**src/design/quad_equal_power_panner_top_defines.svh**
```systemverilog
// assertion helpers for the quad panner
`ifndef QUAD_EQUAL_POWER_PANNER_TOP_DEFINES_SVH
`define QUAD_EQUAL_POWER_PANNER_TOP_DEFINES_SVH

// same-cycle implication, checked out of reset
`define QEPP_ASSERT_NOW(label, ante, cons) \
	label: assert property (@(posedge clk) disable iff (!arst_n) (ante) |-> (cons)) \
		else $error("qepp check failed");

// next-cycle implication, checked out of reset
`define QEPP_ASSERT_NEXT(label, ante, cons) \
	label: assert property (@(posedge clk) disable iff (!arst_n) (ante) |=> (cons)) \
		else $error("qepp check failed");

`endif

```
**src/design/qepp_pkg.sv**
```systemverilog
package qepp_pkg;

	localparam int SAMPLE_BITS = 24;
	localparam int FRAC_BITS   = 16;
	localparam int POS_BITS    = FRAC_BITS + 2;
	localparam int GAIN_BITS   = FRAC_BITS + 1;
	localparam int RAD_BITS    = 2 * GAIN_BITS;
	localparam int REM_BITS    = FRAC_BITS + 2;
	localparam int NUM_CELLS   = GAIN_BITS;
	localparam int PROD_BITS   = SAMPLE_BITS + GAIN_BITS + 1;
	localparam int NUM_SPK     = 4;

	// speaker lanes
	localparam int SPK_FL = 0;
	localparam int SPK_BL = 1;
	localparam int SPK_FR = 2;
	localparam int SPK_BR = 3;

	localparam logic [GAIN_BITS-1:0] ONE_Q = GAIN_BITS'(1) << FRAC_BITS;

	// one square root in flight: radicand bits still to bring down, remainder, partial root
	typedef struct packed {
		logic [RAD_BITS-1:0]  rad;
		logic [REM_BITS-1:0]  rem;
		logic [GAIN_BITS-1:0] root;
	} sqrt_lane_t;

	typedef struct packed {
		logic signed [SAMPLE_BITS-1:0] sample;
		sqrt_lane_t [NUM_SPK-1:0]      lane;
	} cell_data_t;

	typedef logic [NUM_SPK-1:0][SAMPLE_BITS-1:0] spk_vec_t;

endpackage

```
**src/design/qepp_front.sv**
```systemverilog
module qepp_front (
	input  logic                                    clk,
	input  logic                                    arst_n,
	input  logic                                    in_valid,
	input  logic signed [qepp_pkg::SAMPLE_BITS-1:0] sample,
	input  logic signed [qepp_pkg::POS_BITS-1:0]    pos_x,
	input  logic signed [qepp_pkg::POS_BITS-1:0]    pos_y,
	output logic                                    out_valid,
	output qepp_pkg::cell_data_t                    out_data
);
	import qepp_pkg::*;

	// limit a position to 0..one
	function automatic logic [GAIN_BITS-1:0] clamp_pos(input logic signed [POS_BITS-1:0] p);
		if (p[POS_BITS-1]) begin
			return '0;
		end else if (p[POS_BITS-2:0] > ONE_Q) begin
			return ONE_Q;
		end else begin
			return p[GAIN_BITS-1:0];
		end
	endfunction

	logic                          valid_s1;
	logic signed [SAMPLE_BITS-1:0] sample_s1;
	logic [GAIN_BITS-1:0]          xr_s1, yr_s1, xl_s1, yb_s1;
	logic                          valid_s2;
	cell_data_t                    data_s2;
	logic [GAIN_BITS-1:0]          xr, yr;

	assign xr = clamp_pos(pos_x);
	assign yr = clamp_pos(pos_y);

	always_ff @(posedge clk or negedge arst_n) begin
		if (!arst_n) begin
			valid_s1 <= 1'b0;
			valid_s2 <= 1'b0;
		end else begin
			valid_s1 <= in_valid;
			valid_s2 <= valid_s1;
		end
	end

	always_ff @(posedge clk) begin
		sample_s1 <= sample;
		xr_s1     <= xr;
		yr_s1     <= yr;
		xl_s1     <= ONE_Q - xr;
		yb_s1     <= ONE_Q - yr;
	end

	always_ff @(posedge clk) begin
		data_s2.sample            <= sample_s1;
		data_s2.lane[SPK_FL].rad  <= RAD_BITS'(xl_s1) * RAD_BITS'(yr_s1);
		data_s2.lane[SPK_BL].rad  <= RAD_BITS'(xl_s1) * RAD_BITS'(yb_s1);
		data_s2.lane[SPK_FR].rad  <= RAD_BITS'(xr_s1) * RAD_BITS'(yr_s1);
		data_s2.lane[SPK_BR].rad  <= RAD_BITS'(xr_s1) * RAD_BITS'(yb_s1);
		for (int l = 0; l < NUM_SPK; l++) begin
			data_s2.lane[l].rem  <= '0;
			data_s2.lane[l].root <= '0;
		end
	end

	assign out_valid = valid_s2;
	assign out_data  = data_s2;

endmodule

```
**config.mk**
```make
export PLATFORM = sky130hd
export DESIGN_NAME = qepp_front
export DESIGN_NICKNAME = d
export VERILOG_FILES = /design/src/design/quad_equal_power_panner_top_defines.svh /design/src/design/qepp_pkg.sv /design/src/design/qepp_front.sv
export SDC_FILE = /design/constraint.sdc
export NUM_CORES = 2
export LEC_CHECK = 0
export ABC_CLOCK_PERIOD_IN_PS = 6100
export BUFFER_PORTS_ARGS = -buffer_cell sky130_fd_sc_hd__buf_2
export CORE_MARGIN = 3
export CORE_UTILIZATION = 57
export CTS_BUF_LIST = sky130_fd_sc_hd__clkbuf_16
export DETAILED_ROUTE_END_ITERATION = 12
export GPL_ROUTABILITY_DRIVEN = 0
export PLACE_DENSITY = 0.75
export REMOVE_ABC_BUFFERS = 1
export SLEW_MARGIN = 20
export SYNTH_ARGS = -nofsm -noshare
export SYNTH_HDL_FRONTEND = slang
export SYNTH_SLANG_ARGS = --single-unit
export TNS_END_PERCENT = 1
```
**constraint.sdc**
```tcl
create_clock -name clk -period 6.1 [get_ports clk]
set_clock_uncertainty 0.05 [all_clocks]
set_input_delay 0.61 -clock clk [delete_from_list [all_inputs] [get_ports clk]]
set_output_delay 0.61 -clock clk [all_outputs]
set_load 0.05 [all_outputs]
```
# Word level (Yosys, flattened, before mapping)
# Cells that the tools add are included.
# op_classes
add_sub_neg	2
n_mul	4
magnitude_cmp	2
n_mux	4
# ops
cell	n
$mul A17 B17 Y34	4
$mux W17	4
$gt A17 B17 Y1 const B	2
$sub A17 B17 Y17 const A	2
# totals
regBits	254
input_bits	63
elab_cells	24

# Depth between registers and ports, before layout
# logic_depth
depth_word	4
mapped_depth	23
depth_no_buf	23

# Least setup slack after synthesis
# No wires, ideal clock.
# synth_path
path_type	register to register
startpoint	reg xr_s1[10]
endpoint	reg data_s2, in the netlist out_data[201]
t_arrival_ns	5.721
setup_slack_ns	0.203
stages_incl_launch_ff	23
period_less_slack_ns	5.897
path_cell_list	dfxtp_1 clkbuf_1 nand2_1 fa_1 fa_1 inv_1 fa_1 inv_1 fa_1 inv_1 fa_1 inv_1 fa_1 inv_1 ha_1 and3_1 and4_1 a21boi_2 nor4_1 nor3_1 o21ai_0 o211ai_1 xor2_1
# synth_between
elab_chain_len	1
# synth_rtl
item	line_no	source
from (decl)	qepp_front.sv:26	logic [GAIN_BITS-1:0] xr_s1, yr_s1, xl_s1, yb_s1;
from (signal assigned)	qepp_front.sv:46	xr_s1 <= xr;
$mul A17 B17 Y34	qepp_front.sv:56	data_s2.lane[SPK_FR].rad <= RAD_BITS'(xr_s1) * RAD_BITS'(yr_s1);
to (decl)	qepp_front.sv:28	cell_data_t data_s2;
# No other way between the ends.

# Final worst setup path
# layout_path
startpoint	reg yb_s1[5]
endpoint	reg data_s2, in the netlist out_data[133]
# layout_between
elab_chain_len	1
# layout_rtl
item	line_no	source
from (decl)	qepp_front.sv:26	
from (signal assigned)	qepp_front.sv:49	yb_s1 <= ONE_Q - yr;
$mul A17 B17 Y34	qepp_front.sv:55	data_s2.lane[SPK_BL].rad <= RAD_BITS'(xl_s1) * RAD_BITS'(yb_s1);
# No other way between the ends.

==> impl_metrics.ini <==
[cells_and_area]
syn2layout_area_growth_pct = 12.80
final_nets = 6773
final_util = 0.6541
finalNonFillerCells = 6448
fillers = 6294
drive_gt1_frac = 0.1382

[yosys]
ys_warn_count = 0
synth.top_cell.area_share = 0.3958
synth_commonest_cells = 1100 x inv_1, 894 x fa_1, 698 x nand2_1
yosysTopAreaCell = fa_1
synth_edf_count = 0
ys_ff_latch = 249
synthTopCellsByArea = fa_1 40%, ha_1 12%, dfxtp_1 11%
ys_async_sr_fraction = 0.008032
syn_inst = 5011
syn_avg_cell_area_um2 = 9.023
syn-cell-area_um2 = 45220
synth-seq-area-share = 0.1105
synthFlopType = dfxtp_1
synth.most_common_cell = inv_1
synthDistinctLibCells = 88

[placed_design]
port_buffers = 223
hpwl_um = 95770
dp_slack_ns = -0.3805
dp_cells = 6381

[setup_path]
path_max_fanout = 8
crit_arrival_ns = 6.47
rrSetupSlack_ns = 0.11
worstReg2RegStart = yb_s1[5]
start_kind = register
cp-startpoint = yb_s1[5]
cp-end-kind = register
reg2reg_depth = 22
required_ns = 6.58
crit_end = out_data[133]
critPathKind = register to register
reg2reg_to = out_data[133]

[detailed_routing]
drtIter0Drc = 2294
viasPerCell = 5.335
wl_um = 117500
first_pass_iters = 7
wl_per_cell_um = 18.22
antenna_left = 0
vias = 34400
drc = 0

[clock_tree]
numCtsBuffers = 30
tritoncts = done
clock_path_buffers = 3
path_clk_slew_ns = 0.07
cts_sinks = 249
clock_latency_ns = 0.61
cts_max_level = 1
clock_tree.root_cell = clkbuf_16

[pwr]
p_int_mw = 5.127
peakVddDrop_mv = 0.2028
pwr-share-comb = 0.589
p_seq_frac = 0.212
p_per_area_nw_per_um2 = 188.2
switching_share = 0.4659
switchingPower_mw = 4.472
clkPwrFrac = 0.199
p_leak_nw = 27.03

[sta]
grt_setup_unrepaired = yes
relSlewSlack = 0.4315
finalSetupViolCount = 0
slew_viol_final = 0
hold_slack_ns = 0.04630
setup_ws_ns = 0.1142
worst_pin_slew_ns = 0.8455
finalHoldViolCount = 0
period_share = 0.9813
fmax_ghz = 0.1671
finalCriticalPeriod_ns = 5.986

[grt]
grt_max_degree = 34
antenna_found_initial = 4
grt.overflow.total = 0
grtUsageTotal = 0.2914
grt_pass1_wl_um = 191300
grt_pass1_vias = 36890

[die]
num_io_pins = 364
chipHeight_um = 287.7
core_area_um2 = 77980
start_util = 0.5799
die_width_um = 287.7
fp-row-count = 102
die-area_um2 = 82740

[run]
drv_cap = 0

[outcome]
status = completed

[worst_hold_path]
min_path_type = primary input to register
metal layers:
layer  share of wire  vias up  track usage
met1            0.38    17210       0.3748
met4           0.047        2       0.1226
met5         0.00015        -            0
li1                -    15350            -
met3           0.093      328      0.05511
met2            0.48     1515       0.4841
worst min-delay path by stage:
stage | from | to | cells after the start
4_1_cts | sample[19] | sample_s1[19] | 1
6_report | sample[19] | sample_s1[19] | 1
5_1_grt | sample[13] | sample_s1[13] | 1
3_3_place_gp | sample_s1[13] | out_data[289] | 0
3_5_place_dp | sample_s1[9] | out_data[285] | 0
2_1_floorplan | arst_n | out_valid | 0
power groups by stage:
stage	Combinational, mW	Clock [mW]	Sequential [mW]
after floorplan	2.59	0	2.99
after global placement	5.43	0	2.06
after detailed placement	5.54	0	2.06
after CTS	5.57	1.97	2.03
after global routing	6.18	2.03	2.06
final	5.65	1.91	2.03
cell type report:
cell class | instances | area [µm²] | share of cell area
multi-input cells | 3429 | 35090 | 0.6880
flip-flops and latches | 249 | 5047 | 0.09896
repair buffers | 570 | 4372 | 0.08571
inverters | 1100 | 4129 | 0.08095
well taps | 1040 | 1301 | 0.02551
clock buffers | 30 | 750.7 | 0.01472
clock inverters | 26 | 302.8 | 0.005937
diodes | 4 | 10.01 | 0.0001963
repair_timing:
action	CTS	global route
pin swaps	4	33
endpoints found under the hold margin	2	0
gates resized for setup	25	140
setup endpoints to repair	24	50
setup buffers	0	3
gates cloned	0	3
hold buffers	1	0
critical path: stages (launching register included):
cell,delay (ns)
dfxtp_1,0.35
buf_4,0.18
buf_4,0.16
and2_1,0.15
fa_1,0.53
inv_1,0.05
fa_1,0.47
inv_1,0.05
fa_1,0.50
fa_1,0.55
fa_1,0.51
inv_1,0.06
fa_1,0.53
inv_1,0.06
ha_2,0.30
a21oi_2,0.16
buf_4,0.13
o21ai_0,0.11
a21o_1,0.22
a31oi_2,0.19
o21ai_2,0.13
a311oi_2,0.31
xnor2_1,0.14
state kept, by name, indices dropped and copies added (netlist names):
register / count
xl_s1: 17
out_valid: 1
yr_s1: 16
valid_s1: 1
out_data: 157
yb_s1: 17
xr_s1: 16
sample_s1: 24
kinds of logic after synthesis:
family	share of synthesized area
buf+inv	0.1345
simple gates	0.1569
fa+ha+maj	0.5165
compound gates	0.05537
flops	0.1105
xor+xnor	0.02596
other cells	0.00008294
mux	0.0002490
stage by stage:
| stage | power [mW] | setup TNS, ns | cell area [µm²] |
|---|---|---|---|
| after global routing | 10.27 | -0.3502 | 50990 |
| after floorplan | 5.579 | 0 | 43790 |
| after CTS | 9.570 | -0.01260 | 50410 |
| after detailed placement | 7.600 | -2.523 | 49240 |
| final | 9.599 | 0 | 51000 |
| after global placement | 7.494 | -1.745 | 49240 |
placed cells by master, fill, tap and decap left out, types with 10 or more instances in the layout:
cell type / synthesis / layout
nor2b_1: 17 / 17
a21oi_2: 5 / 17
dfxtp_1: 247 / 217
xnor2_1: 89 / 89
buf_2: 3 / 223
nor2_1: 102 / 100
inv_1: 1100 / 1105
and3_1: 13 / 12
nand4_1: 12 / 12
nand2b_1: 13 / 13
nor3_1: 20 / 17
a21o_1: 58 / 58
buf_4: 145 / 286
a21oi_1: 100 / 87
nand2_1: 698 / 697
buf_6: 1 / 10
dfxtp_2: 0 / 24
xor2_1: 45 / 45
nand3_1: 25 / 25
o21ai_1: 7 / 20
clkbuf_16: 0 / 33
ha_1: 436 / 428
o21a_1: 22 / 21
buf_12: 0 / 41
conb_1: 1 / 140
o21bai_1: 11 / 10
fa_1: 894 / 891
o211ai_1: 11 / 11
and2_1: 504 / 504
o21ai_0: 64 / 46
a31oi_1: 16 / 11
No activity file was read; power rests on OpenSTA's default activity.
