[src/design/quad_equal_power_panner_top_defines.svh]
// assertion helpers for the quad panner
`ifndef QUAD_EQUAL_POWER_PANNER_TOP_DEFINES_SVH
`define QUAD_EQUAL_POWER_PANNER_TOP_DEFINES_SVH

// same-cycle implication, checked out of reset
`define QEPP_ASSERT_NOW(label, ante, cons) \
	label: assert property (@(posedge clk) disable iff (!arst_n) (ante) |-> (cons)) \
		else $error("qepp check failed");

// next-cycle implication, checked out of reset
`define QEPP_ASSERT_NEXT(label, ante, cons) \
	label: assert property (@(posedge clk) disable iff (!arst_n) (ante) |=> (cons)) \
		else $error("qepp check failed");

`endif

[src/design/qepp_pkg.sv]
package qepp_pkg;

	localparam int SAMPLE_BITS = 24;
	localparam int FRAC_BITS   = 16;
	localparam int POS_BITS    = FRAC_BITS + 2;
	localparam int GAIN_BITS   = FRAC_BITS + 1;
	localparam int RAD_BITS    = 2 * GAIN_BITS;
	localparam int REM_BITS    = FRAC_BITS + 2;
	localparam int NUM_CELLS   = GAIN_BITS;
	localparam int PROD_BITS   = SAMPLE_BITS + GAIN_BITS + 1;
	localparam int NUM_SPK     = 4;

	// speaker lanes
	localparam int SPK_FL = 0;
	localparam int SPK_BL = 1;
	localparam int SPK_FR = 2;
	localparam int SPK_BR = 3;

	localparam logic [GAIN_BITS-1:0] ONE_Q = GAIN_BITS'(1) << FRAC_BITS;

	// one square root in flight: radicand bits still to bring down, remainder, partial root
	typedef struct packed {
		logic [RAD_BITS-1:0]  rad;
		logic [REM_BITS-1:0]  rem;
		logic [GAIN_BITS-1:0] root;
	} sqrt_lane_t;

	typedef struct packed {
		logic signed [SAMPLE_BITS-1:0] sample;
		sqrt_lane_t [NUM_SPK-1:0]      lane;
	} cell_data_t;

	typedef logic [NUM_SPK-1:0][SAMPLE_BITS-1:0] spk_vec_t;

endpackage

[src/design/qepp_gain.sv]
module qepp_gain (
	input  logic                 clk,
	input  logic                 arst_n,
	input  logic                 in_valid,
	input  qepp_pkg::cell_data_t in_data,
	output logic                 out_valid,
	output qepp_pkg::spk_vec_t   result
);
	import qepp_pkg::*;

	logic                        valid_s1, valid_s2;
	logic signed [PROD_BITS-1:0] prod_s1 [NUM_SPK];
	spk_vec_t                    result_s2;

	always_ff @(posedge clk or negedge arst_n) begin
		if (!arst_n) begin
			valid_s1 <= 1'b0;
			valid_s2 <= 1'b0;
		end else begin
			valid_s1 <= in_valid;
			valid_s2 <= valid_s1;
		end
	end

	always_ff @(posedge clk) begin
		for (int l = 0; l < NUM_SPK; l++) begin
			prod_s1[l] <= PROD_BITS'(in_data.sample * $signed({1'b0, in_data.lane[l].root}));
		end
	end

	// arithmetic shift right, floor rounding, keep the low sample bits
	always_ff @(posedge clk) begin
		for (int l = 0; l < NUM_SPK; l++) begin
			result_s2[l] <= prod_s1[l][FRAC_BITS +: SAMPLE_BITS];
		end
	end

	assign out_valid = valid_s2;
	assign result    = result_s2;

endmodule

[config.mk]
export PLATFORM = sky130hd
export DESIGN_NAME = qepp_gain
export DESIGN_NICKNAME = d
export VERILOG_FILES = /design/src/design/quad_equal_power_panner_top_defines.svh /design/src/design/qepp_pkg.sv /design/src/design/qepp_gain.sv
export SDC_FILE = /design/constraint.sdc
export NUM_CORES = 2
export LEC_CHECK = 0
export BUFFER_PORTS_ARGS = -buffer_cell sky130_fd_sc_hd__buf_2
export CORE_ASPECT_RATIO = 0.8
export CORE_MARGIN = 2
export CORE_UTILIZATION = 30
export DETAILED_ROUTE_END_ITERATION = 10
export RECOVER_POWER = 100
export SLEW_MARGIN = 20
export SYNTH_ARGS = -nofsm -noshare
export SYNTH_HDL_FRONTEND = slang
export SYNTH_SLANG_ARGS = --single-unit
export TNS_END_PERCENT = 20
[constraint.sdc]
create_clock -name clk -period 0.8 [get_ports clk]
set_input_delay 0.2 -clock clk [delete_from_list [all_inputs] [get_ports clk]]
set_output_delay 0.2 -clock clk [all_outputs]
set_load 0.02 [all_outputs]
== After elaboration in Yosys (flattened, before gate mapping) ==
Memory sizes are Yosys's and may differ from the RTL's. A register that Yosys moved wholly into a read port is not among the register bits.
Cells that the tools add are included.

* Register bits: 2
* RAM bits: 168
* Bits of input ports: 303
* Output and inout port bits: 97
* Word-level logic and storage cells: 7
* Memories kept: 1

* $mul: 4

{| class="wikitable"
|+ Memories
! memory !! words !! width !! read ports !! clocked after memory_dff !! wr ports !! line !! RTL
|-
| prod_s1 || 4 || 42 || 4 || 4 || 4 || qepp_gain.sv:12 || <nowiki>logic signed [PROD_BITS-1:0] prod_s1 [NUM_SPK];</nowiki>
|}

{| class="wikitable"
|+ Operators by type and width
! kind !! number
|-
| $mul A24 B18 Y42 || 4
|}

== Depth between registers and ports, before layout ==
* Word-level depth: 1
* Gate-level depth with buffers: 26
* Depth with buffers taken out: 24

== Worst setup path before layout ==
OpenSTA, ideal clock, no wires.

* Kind: input -> register
* Start: input port in_data[283] in the netlist's numbering
* End: memory prod_s1[3][39] in the netlist's numbering
* Arrival time: 6.232 ns
* Required time: 0.728 ns
* Setup slack: -5.504 ns
* Stages on the path: 24
* Buffers on the path: 2
* Cell sequence: clkbuf_1 > clkbuf_1 > nand2_1 > fa_1 > inv_1 > fa_1 > inv_1 > fa_1 > inv_1 > fa_1 > fa_1 > inv_1 > fa_1 > inv_1 > ha_1 > a2111oi_4 > o21ai_2 > a2111oi_2 > a2111oi_4 > a41o_1 > a32oi_2 > o2111ai_2 > a21oi_2 > xnor2_1

{| class="wikitable"
|+ RTL lines
! what !! line !! RTL
|-
| from (decl) || qepp_gain.sv:5 || <nowiki>input qepp_pkg::cell_data_t in_data,</nowiki>
|-
| to (decl) || qepp_gain.sv:12 ||
|}

==> results_tabular.tex <==
\begin{tabular}{lr}
\hline
Metric & Value \\
\hline
\multicolumn{2}{l}{\textbf{Clock tree}} \\
H-tree depth reported by CTS & 4 \\
Insertion delay of the later-clocked pin in the worst-skew pair & approximately 0.57 ns \\
Clock tree from TritonCTS & done \\
Clock sink count & about 190 \\
Buffer type at the clock tree root & sky130\_fd\_sc\_hd\_\_clkbuf\_16 \\
Maximum root-to-sink buffer count & 2 \\
Num CTS Buffers & 17 \\
Clock Pin Slew Worst Setup and Hold Paths & $\sim$0.10 ns \\
\multicolumn{2}{l}{\textbf{Global routing}} \\
Total global routing overflow & 0 \\
Met1 capacity usage during global routing & 22.7\% \\
Global-route usage over all layers & approximately 17\% \\
Number of global-route vias before repair & 48288 \\
Met2 Use GR & 27.2\% \\
Gr busiest metal & met2 \\
Antenna violations before repair & 29 \\
M3 GR Usage & $\sim$3.5\% \\
Maximum number of pins on one net before global-route repair & 30 \\
Global-route wire length before repair & between 200000 and 300000 microns \\
\multicolumn{2}{l}{\textbf{Floorplanning}} \\
Die width & approximately 500 microns \\
Num ports & 400 \\
Height of the die & $\sim$400 microns \\
Floorplan core area & a little under 200000 sq um \\
Initial Util & a little under a third \\
Die area & $\sim$200000 sq um \\
Site row count & approximately 150 \\
\multicolumn{2}{l}{\textbf{Timing}} \\
Setup repair after global routing missed its margin & yes \\
Number of setup violations in the final report & just under 200 \\
Final hold viol count & 0 \\
Worst Max-Slew Pin Slew & between 0.5 and 0.6 ns \\
Relative max-transition margin & roughly 62\% \\
Number of pins with negative max-slew slack in the final report & 0 \\
Peak Freq & 176 MHz \\
Setup clock skew after layout & approximately 0.029 ns \\
Worst setup slack after layout & -4.89 ns \\
Setup TNS & -476.91 ns \\
Tmin final & between 5 and 6 ns \\
Final cycle utilization of the critical path & 711\% \\
\multicolumn{2}{l}{\textbf{Place}} \\
Port-buffer cells & about 190 \\
Half-perimeter wire length after placement & 137000 microns \\
Total instance count after detailed placement & 9737 \\
Worst-case setup slack after placement & -5.96 ns \\
Routability congestion estimate from global placement & 0.880 \\
\multicolumn{2}{l}{\textbf{Drt}} \\
Post-route antenna net violation count & 0 \\
Wirelength per Cell & between 15 and 20 microns \\
Drt drc & 0 \\
Number of DRC markers in iteration 0 & about 2100 \\
First-pass detailed-route iteration total & 7 \\
Number of vias after detailed routing & approximately 43000 \\
Detailed-route vias per instance & 4.36 \\
Total wire length & approximately 160000 microns \\
\multicolumn{2}{l}{\textbf{Status}} \\
Violated checks & negative setup slack \\
Outcome & finished with violations \\
\multicolumn{2}{l}{\textbf{Cells and area}} \\
Final net count & 9384 \\
Area growth from synthesis to layout & 22.2\% \\
Final standard cell count with taps included and fillers excluded & 9844 \\
Number of fillers in the final layout & between 15000 and 20000 \\
Share of layout cells above drive strength 1 & between 10\% and 20\% \\
\multicolumn{2}{l}{\textbf{Setup path}} \\
Critical Path Most Common Cell & sky130\_fd\_sc\_hd\_\_fa\_1 \\
Type of destination of the critical path & register \\
Worst EP required & about 1.2 ns \\
Signal arrival time at the worst endpoint & 6.13 ns \\
FF-to-FF setup slack & roughly 0.23 ns \\
Slowest Stage Delay on Critical Path & between 0.5 and 0.6 ns \\
Worst Path Max Fanout & 7 \\
Number of cell instances on the worst register-to-register path & 0 \\
Crit Reg-Reg Endpoint & result[34] \\
Critical Path Start & in\_data[279] \\
Crit Path Class & input port to register \\
Startpoint type of the worst setup path & input port \\
Critical register-to-register path startpoint & prod\_s1[1][26] \\
Worst-path cell with the longest stage delay & sky130\_fd\_sc\_hd\_\_fa\_1 \\
Worst setup path endpoint & prod\_s1[2][38] \\
\multicolumn{2}{l}{\textbf{Synth}} \\
Synthesis warning total & 0 \\
Library cell with the largest summed area after synthesis & sky130\_fd\_sc\_hd\_\_fa\_1 \\
Net Count, Synth & between 8000 and 9000 \\
Synthesis-stage register bit count & 194 \\
Number of enable-type register cells in the synthesized netlist & 0 \\
Unique cell type count in the Yosys netlist & 60 \\
Mean Syn Cell Area & 9.21 sq um \\
Yosys top cell area share & a little over half \\
Post-synthesis sequential area ratio & under 10\% \\
Cell area after technology mapping & around 59000 sq um \\
Asr flop ratio synth & approximately 1.0\% \\
Cell count after synthesis & between 6000 and 7000 \\
Most instantiated flip-flop cell in the synthesis netlist & sky130\_fd\_sc\_hd\_\_dfxtp\_1 \\
Most area-consuming cells after synthesis & sky130\_fd\_sc\_hd\_\_fa\_1, sky130\_fd\_sc\_hd\_\_inv\_1, sky130\_fd\_sc\_hd\_\_and2\_1, sky130\_fd\_sc\_hd\_\_ha\_1, sky130\_fd\_sc\_hd\_\_dfxtp\_1 \\
\multicolumn{2}{l}{\textbf{Worst hold path}} \\
Worst hold path class & input port to register \\
\multicolumn{2}{l}{\textbf{Flow run}} \\
Max-cap violations & 0 \\
\hline
\end{tabular}
critical path: cells and delay by family:
| kind | cells | cell delay [ns] |
|---|---|---|
| AOI/OAI and AO/OA | 6 | 1.40 |
| xor gates and xnor gates | 1 | 0.15 |
| adders and majority gates | 7 | 3.30 |
| and+or+nand+nor | 2 | 0.19 |
| buffers and inverters | 9 | 0.85 |
stage by stage:
step                      util, %  hold WS, ns  area [sq um]
after CTS                    36.0        0.196         71100
final                        36.8        0.266         72600
after global routing         36.8        0.226         72600
after floorplan                 -      -0.0956         60300
after global placement       35.1      -0.0146         69300
after detailed placement     35.1      -0.0134         69300
layer usage:
layer | vias up | wire [microns]
li1 | 19463 | -
met1 | 22273 | 69900
met2 | 1025 | 75500
met3 | 157 | 11100
met4 | 8 | 3820
met5 | - | 52
how the worst min path moves through the flow:
stage,from,to,slack (ns),cells past startpoint
4_1_cts,in_valid,valid_s1,0.20,2
5_1_grt,in_valid,valid_s1,0.23,2
6_report,in_valid,valid_s1,0.27,2
3_5_place_dp,arst_n,out_valid,-0.01,1
2_1_floorplan,arst_n,out_valid,-0.1,0
3_3_place_gp,arst_n,out_valid,-0.01,1
cells in the final DEF, fill, tap and decap left out, types with 11 or more instances in the layout:
cell type | synthesis | layout
sky130_fd_sc_hd__ha_4 | 0 | 28
sky130_fd_sc_hd__fa_1 | 1548 | 1499
sky130_fd_sc_hd__inv_1 | 1855 | 1822
sky130_fd_sc_hd__and2_4 | 0 | 28
sky130_fd_sc_hd__inv_2 | 0 | 32
sky130_fd_sc_hd__nand2_1 | 890 | 877
sky130_fd_sc_hd__xnor2_2 | 0 | 12
sky130_fd_sc_hd__xor2_1 | 38 | 35
sky130_fd_sc_hd__a21oi_2 | 1 | 23
sky130_fd_sc_hd__and3_1 | 12 | 12
sky130_fd_sc_hd__a21oi_1 | 63 | 40
sky130_fd_sc_hd__a21o_1 | 40 | 40
sky130_fd_sc_hd__dfxtp_2 | 0 | 83
sky130_fd_sc_hd__o21ai_0 | 32 | 13
sky130_fd_sc_hd__clkbuf_16 | 0 | 19
sky130_fd_sc_hd__fa_2 | 0 | 49
sky130_fd_sc_hd__dfxtp_1 | 192 | 107
sky130_fd_sc_hd__xnor2_1 | 103 | 90
sky130_fd_sc_hd__buf_4 | 0 | 690
sky130_fd_sc_hd__buf_6 | 0 | 136
sky130_fd_sc_hd__o21a_1 | 17 | 15
sky130_fd_sc_hd__nor3_1 | 18 | 14
sky130_fd_sc_hd__buf_12 | 0 | 76
sky130_fd_sc_hd__nand3_1 | 20 | 18
sky130_fd_sc_hd__buf_2 | 0 | 65
sky130_fd_sc_hd__and2_1 | 763 | 735
sky130_fd_sc_hd__ha_1 | 376 | 343
sky130_fd_sc_hd__nor2_2 | 0 | 11
sky130_fd_sc_hd__nor2_1 | 61 | 45
registers in the layout, indices dropped and copies added (netlist names):
signal / flops
out_valid: 1
prod_s1: 96
result: 96
valid_s1: 1
final cells by class:
type	count	area, sq um	share of cell area (%)
Sequential cell	194	4010	5.52
Antenna cell	10	25.0	0.0345
Timing Repair Buffer	988	8900	12.3
Inverter	1855	6970	9.59
Tap cell	2664	3330	4.59
Clock buffer	18	429	0.591
Multi-Input combinational cell	4101	48800	67.2
Clock inverter	14	181	0.250
cells in the mapped netlist (3+ instances only):
master	number
sky130_fd_sc_hd__fa_1	1548
sky130_fd_sc_hd__and3_1	12
sky130_fd_sc_hd__nand2b_1	11
sky130_fd_sc_hd__and2_1	763
sky130_fd_sc_hd__a211oi_1	7
sky130_fd_sc_hd__nand4_1	10
sky130_fd_sc_hd__dfxtp_1	192
sky130_fd_sc_hd__a21boi_0	6
sky130_fd_sc_hd__xor2_1	38
sky130_fd_sc_hd__clkbuf_1	303
sky130_fd_sc_hd__nor2b_1	12
sky130_fd_sc_hd__nor3_1	18
sky130_fd_sc_hd__inv_1	1855
sky130_fd_sc_hd__a221oi_1	3
sky130_fd_sc_hd__nand2_1	890
sky130_fd_sc_hd__a21o_1	40
sky130_fd_sc_hd__ha_1	376
sky130_fd_sc_hd__o21a_1	17
sky130_fd_sc_hd__xnor2_1	103
sky130_fd_sc_hd__a31oi_1	6
sky130_fd_sc_hd__nand3_1	20
sky130_fd_sc_hd__o21bai_1	10
sky130_fd_sc_hd__o21ai_0	32
sky130_fd_sc_hd__a211o_1	3
sky130_fd_sc_hd__and4_1	5
sky130_fd_sc_hd__a21oi_1	63
sky130_fd_sc_hd__o211ai_1	7
sky130_fd_sc_hd__nor2_1	61
timing repair:
item / 4_1_cts / 5_1_grt
resized for setup: 234 / 410
endpoints found under the setup margin: 193 / 193
buffers inserted: 33 / 26
pin swaps: 124 / 98
hold endpoints to repair: 3 / 0
hold buffers: 3 / 0
gates cloned: 4 / 2
cells by family (layout without fill, tap and decap cells):
family | Yosys count | count (layout) | share of synthesized area (%)
XOR/XNOR | 141 | 141 | 2.08
buffers and inverters | 2158 | 2875 | 13.6
flip-flops | 194 | 194 | 6.55
other | 0 | 10 | 0
AND/OR/NAND/NOR | 1808 | 1808 | 15.0
adder cells (fa/ha/maj) | 1924 | 1924 | 60.1
AO/OA/AOI/OAI | 228 | 228 | 2.70
Power is left out: the tool's default activity adds up to more than one toggle a clock period on the data nets, which glitch-free logic cannot reach.
